## src/rtl/core/bskpe_pkg.sv

```systemverilog
// shared types and constants for the branch sample kernel pc extractor
// no dependencies
package bskpe_pkg;

    localparam int          WORD_W          = 64;
    localparam int          TYPE_W          = 32;
    localparam int          SIZE_W          = 13;
    localparam int          ENTRY_W         = 6;
    localparam int          COUNT_W         = 32;
    localparam int          MAX_ENTRIES_DEF = 32;
    localparam logic [63:0] THRESHOLD_RST   = 64'hffff_8000_0000_0000;
    localparam logic [31:0] RECORD_TYPE_RST = 32'd9;

    typedef enum logic [0:0] {
        REG_KERNEL_THRESHOLD = 1'b0,
        REG_RECORD_TYPE      = 1'b1
    } reg_index_t;

    typedef enum logic [2:0] {
        PH_HEADER = 3'd0,
        PH_SKIP   = 3'd1,
        PH_IP     = 3'd2,
        PH_COUNT  = 3'd3,
        PH_ENTRY  = 3'd4,
        PH_TAIL   = 3'd5
    } phase_t;

    typedef enum logic [1:0] {
        SLOT_FROM  = 2'd0,
        SLOT_TO    = 2'd1,
        SLOT_FLAGS = 2'd2
    } slot_t;

    typedef enum logic [1:0] {
        SRC_IP   = 2'd0,
        SRC_FROM = 2'd1,
        SRC_TO   = 2'd2
    } pc_src_t;

    typedef struct packed {
        logic [WORD_W-1:0] kernel_threshold;
        logic [TYPE_W-1:0] sample_record_type;
    } cfg_t;

    typedef struct packed {
        logic               emit;
        logic [WORD_W-1:0]  pc;
        pc_src_t            src;
        logic [COUNT_W-1:0] total;
    } result_t;

endpackage

```

## src/rtl/core/bskpe_cfg_regs.sv

```systemverilog
// configuration registers: kernel threshold and sample record type
// depends on bskpe_pkg
module bskpe_cfg_regs (
    input  logic                           aclk,
    input  logic                           aresetn,
    input  logic                           cfg_valid,
    output logic                           cfg_ready,
    input  logic                           cfg_index,
    input  logic [bskpe_pkg::WORD_W-1:0]   cfg_data,
    output bskpe_pkg::cfg_t                cfg
);
    import bskpe_pkg::*;

    logic [WORD_W-1:0] threshold_reg;
    logic [TYPE_W-1:0] record_type_reg;

    assign cfg_ready = 1'b1;

    always_ff @(posedge aclk) begin
        if (!aresetn) begin
            threshold_reg   <= THRESHOLD_RST;
            record_type_reg <= RECORD_TYPE_RST;
        end else if (cfg_valid && cfg_ready) begin
            case (reg_index_t'(cfg_index))
                REG_KERNEL_THRESHOLD: threshold_reg   <= cfg_data;
                REG_RECORD_TYPE:      record_type_reg <= cfg_data[TYPE_W-1:0];
                default: ;
            endcase
        end
    end

    assign cfg.kernel_threshold   = threshold_reg;
    assign cfg.sample_record_type = record_type_reg;

endmodule

```

## src/rtl/core/bskpe_parser.sv

```systemverilog
// record parser: header decode, record walk, kernel address compare, count
// depends on bskpe_pkg
module bskpe_parser #(
    parameter int MAX_ENTRIES = bskpe_pkg::MAX_ENTRIES_DEF
) (
    input  logic                           aclk,
    input  logic                           aresetn,
    input  logic                           accept,
    input  logic [bskpe_pkg::WORD_W-1:0]   data_word,
    input  logic                           start_of_batch,
    input  bskpe_pkg::cfg_t                cfg,
    output bskpe_pkg::result_t             result
);
    import bskpe_pkg::*;

    localparam logic [WORD_W-1:0]  MaxEntWide = WORD_W'(MAX_ENTRIES);
    localparam logic [ENTRY_W-1:0] MaxEntNarrow = ENTRY_W'(MAX_ENTRIES);

    phase_t             phase_reg, phase_next;
    logic [SIZE_W-1:0]  left_reg, left_next;
    logic [ENTRY_W-1:0] entries_reg, entries_next;
    slot_t              slot_reg, slot_next;
    logic [COUNT_W-1:0] count_reg, count_next;

    phase_t             phase_cur;
    logic [SIZE_W-1:0]  left_cur;
    logic [ENTRY_W-1:0] entries_cur;
    slot_t              slot_cur;
    logic [COUNT_W-1:0] count_cur;
    logic [SIZE_W-1:0]  hdr_words;
    logic [ENTRY_W-1:0] entries_dec;
    logic               is_kernel;
    logic               emit_en;
    pc_src_t            emit_src;

    // batch restart applies before this word is parsed
    always_comb begin
        if (start_of_batch) begin
            phase_cur   = PH_HEADER;
            left_cur    = '0;
            entries_cur = '0;
            slot_cur    = SLOT_FROM;
            count_cur   = '0;
        end else begin
            phase_cur   = phase_reg;
            left_cur    = left_reg;
            entries_cur = entries_reg;
            slot_cur    = slot_reg;
            count_cur   = count_reg;
        end
    end

    assign hdr_words = (data_word[63:51] == '0) ? SIZE_W'(1) : data_word[63:51];
    assign entries_dec = (entries_cur != '0) ? entries_cur - ENTRY_W'(1) : entries_cur;
    assign is_kernel = (data_word >= cfg.kernel_threshold);

    // next state
    always_comb begin
        phase_next   = phase_cur;
        left_next    = left_cur;
        entries_next = entries_cur;
        slot_next    = slot_cur;
        if (phase_cur == PH_HEADER) begin
            left_next    = hdr_words - SIZE_W'(1);
            entries_next = '0;
            slot_next    = SLOT_FROM;
            if (left_next == '0) begin
                phase_next = PH_HEADER;
            end else if (data_word[TYPE_W-1:0] == cfg.sample_record_type) begin
                phase_next = PH_IP;
            end else begin
                phase_next = PH_SKIP;
            end
        end else begin
            if (left_cur != '0) begin
                left_next = left_cur - SIZE_W'(1);
            end
            case (phase_cur)
                PH_IP: begin
                    phase_next = PH_COUNT;
                end
                PH_COUNT: begin
                    entries_next = (data_word < MaxEntWide) ? data_word[ENTRY_W-1:0]
                                                            : MaxEntNarrow;
                    slot_next    = SLOT_FROM;
                    phase_next   = (entries_next == '0) ? PH_TAIL : PH_ENTRY;
                end
                PH_ENTRY: begin
                    case (slot_cur)
                        SLOT_FROM: slot_next = SLOT_TO;
                        SLOT_TO:   slot_next = SLOT_FLAGS;
                        default: begin
                            slot_next    = SLOT_FROM;
                            entries_next = entries_dec;
                            if (entries_dec == '0) begin
                                phase_next = PH_TAIL;
                            end
                        end
                    endcase
                end
                default: ;
            endcase
            // record boundary cuts off whatever comes next
            if (left_next == '0) begin
                phase_next   = PH_HEADER;
                entries_next = '0;
                slot_next    = SLOT_FROM;
            end
        end
    end

    // outputs
    always_comb begin
        emit_en  = 1'b0;
        emit_src = SRC_IP;
        case (phase_cur)
            PH_IP: begin
                emit_en  = is_kernel;
                emit_src = SRC_IP;
            end
            PH_ENTRY: begin
                case (slot_cur)
                    SLOT_FROM: begin
                        emit_en  = is_kernel;
                        emit_src = SRC_FROM;
                    end
                    SLOT_TO: begin
                        emit_en  = is_kernel;
                        emit_src = SRC_TO;
                    end
                    default: ;
                endcase
            end
            default: ;
        endcase
        count_next = (emit_en && count_cur != '1) ? count_cur + COUNT_W'(1) : count_cur;
    end

    assign result.emit  = emit_en;
    assign result.pc    = data_word;
    assign result.src   = emit_src;
    assign result.total = count_next;

    always_ff @(posedge aclk) begin
        if (!aresetn) begin
            phase_reg   <= PH_HEADER;
            left_reg    <= '0;
            entries_reg <= '0;
            slot_reg    <= SLOT_FROM;
            count_reg   <= '0;
        end else if (accept) begin
            phase_reg   <= phase_next;
            left_reg    <= left_next;
            entries_reg <= entries_next;
            slot_reg    <= slot_next;
            count_reg   <= count_next;
        end
    end

endmodule

```

## src/rtl/core/bskpe_out_reg.sv

```systemverilog
// result register holding one transaction for the output channel
// depends on bskpe_pkg
module bskpe_out_reg (
    input  logic                            aclk,
    input  logic                            aresetn,
    input  logic                            accept,
    input  bskpe_pkg::result_t              result,
    output logic                            in_ready,
    output logic                            m_valid,
    input  logic                            m_ready,
    output logic [bskpe_pkg::WORD_W-1:0]    m_kernel_pc,
    output logic [1:0]                      m_pc_source,
    output logic [bskpe_pkg::COUNT_W-1:0]   m_pc_total
);
    import bskpe_pkg::*;

    logic               valid_reg, valid_next;
    logic [WORD_W-1:0]  pc_reg;
    pc_src_t            src_reg;
    logic [COUNT_W-1:0] total_reg;
    logic               load;

    assign in_ready = !valid_reg || m_ready;
    assign load     = accept && result.emit;

    always_comb begin
        if (load) begin
            valid_next = 1'b1;
        end else if (m_ready) begin
            valid_next = 1'b0;
        end else begin
            valid_next = valid_reg;
        end
    end

    always_ff @(posedge aclk) begin
        if (!aresetn) begin
            valid_reg <= 1'b0;
        end else begin
            valid_reg <= valid_next;
        end
    end

    always_ff @(posedge aclk) begin
        if (load) begin
            pc_reg    <= result.pc;
            src_reg   <= result.src;
            total_reg <= result.total;
        end
    end

    assign m_valid     = valid_reg;
    assign m_kernel_pc = pc_reg;
    assign m_pc_source = src_reg;
    assign m_pc_total  = total_reg;

endmodule

```

## src/rtl/core/branch_sample_kernel_pc_extractor_unit.sv

```systemverilog
// top level: kernel pc extractor over a stream of sampled branch records
// one word per transaction; a kernel address appears in the cycle after its word is accepted
// throughput one word per cycle unless input ready drops, set by the single parse step feeding the result register
// input ready drops only while a result waits and m_ready is low
// synchronous active-low reset: parser at a record header, count zero, output empty,
// threshold 0xffff800000000000 and sample type 9
module branch_sample_kernel_pc_extractor_unit #(
    parameter int MAX_ENTRIES = bskpe_pkg::MAX_ENTRIES_DEF
) (
    input  logic                            aclk,
    input  logic                            aresetn,
    input  logic                            s_valid,
    output logic                            s_ready,
    input  logic [bskpe_pkg::WORD_W-1:0]    s_data_word,
    input  logic                            s_start_of_batch,
    output logic                            m_valid,
    input  logic                            m_ready,
    output logic [bskpe_pkg::WORD_W-1:0]    m_kernel_pc,
    output logic [1:0]                      m_pc_source,
    output logic [bskpe_pkg::COUNT_W-1:0]   m_pc_total,
    input  logic                            cfg_valid,
    output logic                            cfg_ready,
    input  logic                            cfg_index,
    input  logic [bskpe_pkg::WORD_W-1:0]    cfg_data
);
    import bskpe_pkg::*;

    cfg_t    cfg;
    result_t result;
    logic    accept;

    assign accept = s_valid && s_ready;

    bskpe_cfg_regs u_cfg (
        .aclk      (aclk),
        .aresetn   (aresetn),
        .cfg_valid (cfg_valid),
        .cfg_ready (cfg_ready),
        .cfg_index (cfg_index),
        .cfg_data  (cfg_data),
        .cfg       (cfg)
    );

    bskpe_parser #(
        .MAX_ENTRIES (MAX_ENTRIES)
    ) u_parser (
        .aclk           (aclk),
        .aresetn        (aresetn),
        .accept         (accept),
        .data_word      (s_data_word),
        .start_of_batch (s_start_of_batch),
        .cfg            (cfg),
        .result         (result)
    );

    bskpe_out_reg u_out (
        .aclk        (aclk),
        .aresetn     (aresetn),
        .accept      (accept),
        .result      (result),
        .in_ready    (s_ready),
        .m_valid     (m_valid),
        .m_ready     (m_ready),
        .m_kernel_pc (m_kernel_pc),
        .m_pc_source (m_pc_source),
        .m_pc_total  (m_pc_total)
    );

endmodule
```

## config.mk

```make
export PLATFORM = sky130hd
export DESIGN_NAME = branch_sample_kernel_pc_extractor_unit
export DESIGN_NICKNAME = d
export VERILOG_FILES = /design/src/rtl/core/bskpe_pkg.sv /design/src/rtl/core/bskpe_cfg_regs.sv /design/src/rtl/core/bskpe_parser.sv /design/src/rtl/core/bskpe_out_reg.sv /design/src/rtl/core/branch_sample_kernel_pc_extractor_unit.sv
export SDC_FILE = /design/constraint.sdc
export NUM_CORES = 1
export LEC_CHECK = 0
export ABC_CLOCK_PERIOD_IN_PS = 4700
export CAP_MARGIN = 25
export CORE_MARGIN = 5
export CORE_UTILIZATION = 58
export DETAILED_ROUTE_END_ITERATION = 6
export DONT_BUFFER_PORTS = 1
export PLACE_DENSITY = 0.77
export SLEW_MARGIN = 10
export SYNTH_ARGS = -nofsm -noshare
export SYNTH_HDL_FRONTEND = slang
export SYNTH_SLANG_ARGS = --single-unit
```

## constraint.sdc

```tcl
create_clock -name aclk -period 4.7 [get_ports aclk]
set_clock_uncertainty 0.1 [all_clocks]
set_input_delay 0.47 -clock aclk [delete_from_list [all_inputs] [get_ports aclk]]
set_output_delay 0.47 -clock aclk [all_outputs]
set_load 0.01 [all_outputs]
```

==> metrics.txt <==
Syn Nets=1,703; placed cell count=1,710; final hold viol count=0; die width=161 um; vias in the first global route=12,000; root buf cell=clkbuf_16; Final min period=3920 ps; compound-gate portion of the synthesized area=0.155; global-route wire length before repair=63,000 um; post-route ant nets=0; post-synthesis cell area=13,300 um2; main combinational cell family by area after synthesis=simple AND/OR/NAND/NOR gates; top post-synthesis cells by area=dfxtp_1 (23%), edfxtp_1 (22%), nand2_1 (7.9%); CTS Hold Bufs=131; Setup crit start kind=register; CTS Buf Count=27; register area share after synthesis=0.453; Mapped Avg Cell Area=8.85 um2; Routability Congestion=0.951; routed length per instance=20.9 um; clk buf depth=3; synthesized flop and latch total=251; Via density=6.34; Final TNS setup=0 ps; Overflow after GRT=0; crit path to=u_out.m_pc_total[12]; Layout Cells excl Fill=1,895; Arr. time, crit path=4120 ps; postcts setup bufs=0; reg-to-reg critical path endpoint=u_out.m_pc_total[12]; Die Ht=161 um; Gates resized, CTS repair=0; RR Startpoint=u_cfg.threshold_reg[10]; EDFF count, synth=98; RSZ-0062 raised after global routing=no; HPWL Detailed=24,000 um; vias=12,017; status=completed; Pre-Repair DR Iteration Count=6; post-synthesis simple-gate area fraction=0.226; Synth top area share=0.231; Max-Slew Margin vs Limit=0.356; Cell variety after synth=80; Worst Max-Slew Pin Slew=965 ps; Die ar.=26,000 um2; Primary FF master, synth=dfxtp_1; initial antenna violation count=2; post-route clock period utilization=0.835; R2R cell count=10; r2r setup slk=780 ps; mux contribution to synthesized area=0.00708; Yosys warning total=0; Post-synth ARST share=0; cell taking the most area after synthesis=dfxtp_1; Fmax=255 MHz; Max Slew Vio Count=0; Syn-to-layout area delta=18.6%; critical path class=reg -> reg; Port Buffers=0; Worst Hold Path Cells=2; cell leakage power=5.67 nW; clk_lat worst skew=570 ps; largest net degree at the start of global routing=99; CTS tree=built; Total Nets Final=1,791; Final setup viols=0; Util after Layout=0.696; endpoint class of the critical path=register; Peak VDD IR=287 uV; Residual DRC=0; Initial Util=0.587; hold_ws=17.8 ps; post-synthesis adder-cell area fraction=0.0661; CP required=4900 ps; power per cell area=329 nW/um2; max cap viols=0; initial drt markers=1,368; H-tree depth=1; CTS Sinks=251; core footprint=22,600 um2; num ports=236; post-synthesis xor/xnor area fraction=0.0430; CTS clock-pin slew for the worst setup and hold paths=60 ps; layout cells sized above 1=0.0579; Total GRT Usage=0.294; Min-Delay Path Class=in -> reg; critical path fanouts, max=31; row cnt=55; WL final=39,600 um; Worst setup startpoint=u_cfg.threshold_reg[10]; Mapped Cells=1,498
[worst max-delay path, stage by stage (launching register included)]
cell,delay [ps]
dfxtp_1,360
inv_1,80
ha_1,310
and4_1,230
a221oi_1,250
o211ai_1,140
a2111oi_1,570
a2bb2oi_2,390
a21o_1,830
nor4_1,100
mux2_2,300
[cell usage in the layout (no fill, tap or decap), types with 5 or more instances in the layout]
cell           synthesis  final
xor2_1                41     41
and4_1                 8      8
mux2i_1                6      6
o21a_1                 6      6
and2_1                 6      6
nor4_1                31     31
or4_1                 12     12
nand2b_1               8      8
o211ai_1              32     32
nand2_1              279    279
dlygate4sd3_1          0    130
a21o_1                 8      8
nand3_1               36     36
or3_1                 12     12
bufinv_16              0      5
a31oi_1               20     20
dfxtp_1              153    153
clkinv_2               0      5
buf_4                  1     12
clkbuf_1              70      7
nor2_1                77     77
o31ai_1                6      6
nor3_1                44     44
ha_1                  70     70
nor2b_1               17     16
o21ai_0               27     27
and3_1                14     14
o311ai_0              10     10
xnor2_1               24     24
o21ai_1                5      5
inv_1                 82     80
a211oi_1               9      9
nand4b_1               8      8
a21oi_1              138    137
nand4_1               38     38
clkbuf_16              0     27
edfxtp_1              98     98
[how the worst min path moves through the flow]
stage	startpoint	endpoint
after floorplan	u_cfg.threshold_reg[10]	u_cfg.threshold_reg[10]
after global placement	u_cfg.threshold_reg[2]	u_cfg.threshold_reg[2]
after detailed placement	u_cfg.threshold_reg[35]	u_cfg.threshold_reg[35]
after CTS	aresetn	u_parser.count_reg[3]
after global routing	s_start_of_batch	u_out.m_pc_total[28]
final	s_data_word[0]	u_parser.entries_reg[0]
[cells in the mapped netlist (4+ instances only)]
| cell type | count |
|---|---|
| o21ai_0 | 27 |
| o21ai_1 | 5 |
| buf_2 | 10 |
| and3_1 | 14 |
| and2_1 | 6 |
| nor3_1 | 44 |
| or4_4 | 4 |
| a311o_1 | 4 |
| a31o_2 | 4 |
| nand4_1 | 38 |
| o311ai_1 | 4 |
| nand3_1 | 36 |
| edfxtp_1 | 98 |
| nand4b_1 | 8 |
| o21a_1 | 6 |
| a31oi_1 | 20 |
| o311ai_0 | 10 |
| mux2i_1 | 6 |
| or3_1 | 12 |
| o31ai_1 | 6 |
| a211oi_1 | 9 |
| a21oi_1 | 138 |
| dfxtp_1 | 153 |
| nand2b_1 | 8 |
| nand3b_1 | 4 |
| inv_1 | 82 |
| o211ai_1 | 32 |
| nor2_1 | 77 |
| or4_1 | 12 |
| ha_1 | 70 |
| xor2_1 | 41 |
| xnor2_1 | 24 |
| clkbuf_1 | 70 |
| and4_1 | 8 |
| nor2b_1 | 17 |
| nor4_1 | 31 |
| nand2_1 | 279 |
| buf_1 | 5 |
| a21o_1 | 8 |
[cells by family (layout without fill, tap and decap cells)]
family,Yosys count,count (layout)
other,1,4
and+or+nand+nor,616,616
AOI/OAI and AO/OA,317,317
xor gates and xnor gates,65,65
buffers and inverters,169,278
adders and majority gates,70,70
DFF,251,251
muxes,9,9
[report_power, final]
part	leakage [nW]	internal, mW	switching [mW]
Clock	0.460	1.38	0.910
Sequential	2.21	2.30	0.0362
Combinational	3.00	0.237	0.304
[stage by stage]
stage          cell area, um2  power, mW  setup WS, ps
2_1_floorplan           13300       2.71           143
3_3_place_gp            13400       2.78           809
4_1_cts                 15700       5.15           885
3_5_place_dp            13400       2.80           756
5_1_grt                 15700       5.33           586
6_report                15700       5.17           778
[final cells by class]
cell class / count / area [um2]
antenna: 3 / 7.51
multi-input combinational: 1078 / 6620
sequential: 251 / 6010
timing repair buffer: 145 / 1460
inverter: 83 / 317
fill: 1635 / 6860
clock inverter: 14 / 223
tap: 285 / 357
clock buffer: 36 / 729
[layer usage]
layer  vias to the layer above  global-route usage  wire (um)
met5                         -                   0          0
met3                       109              0.0646       3390
met1                      5736               0.349      14800
met4                         0               0.103       1300
li1                       5569                   -          -
met2                       603               0.527      20100
Power figures use the tool's default switching activity.
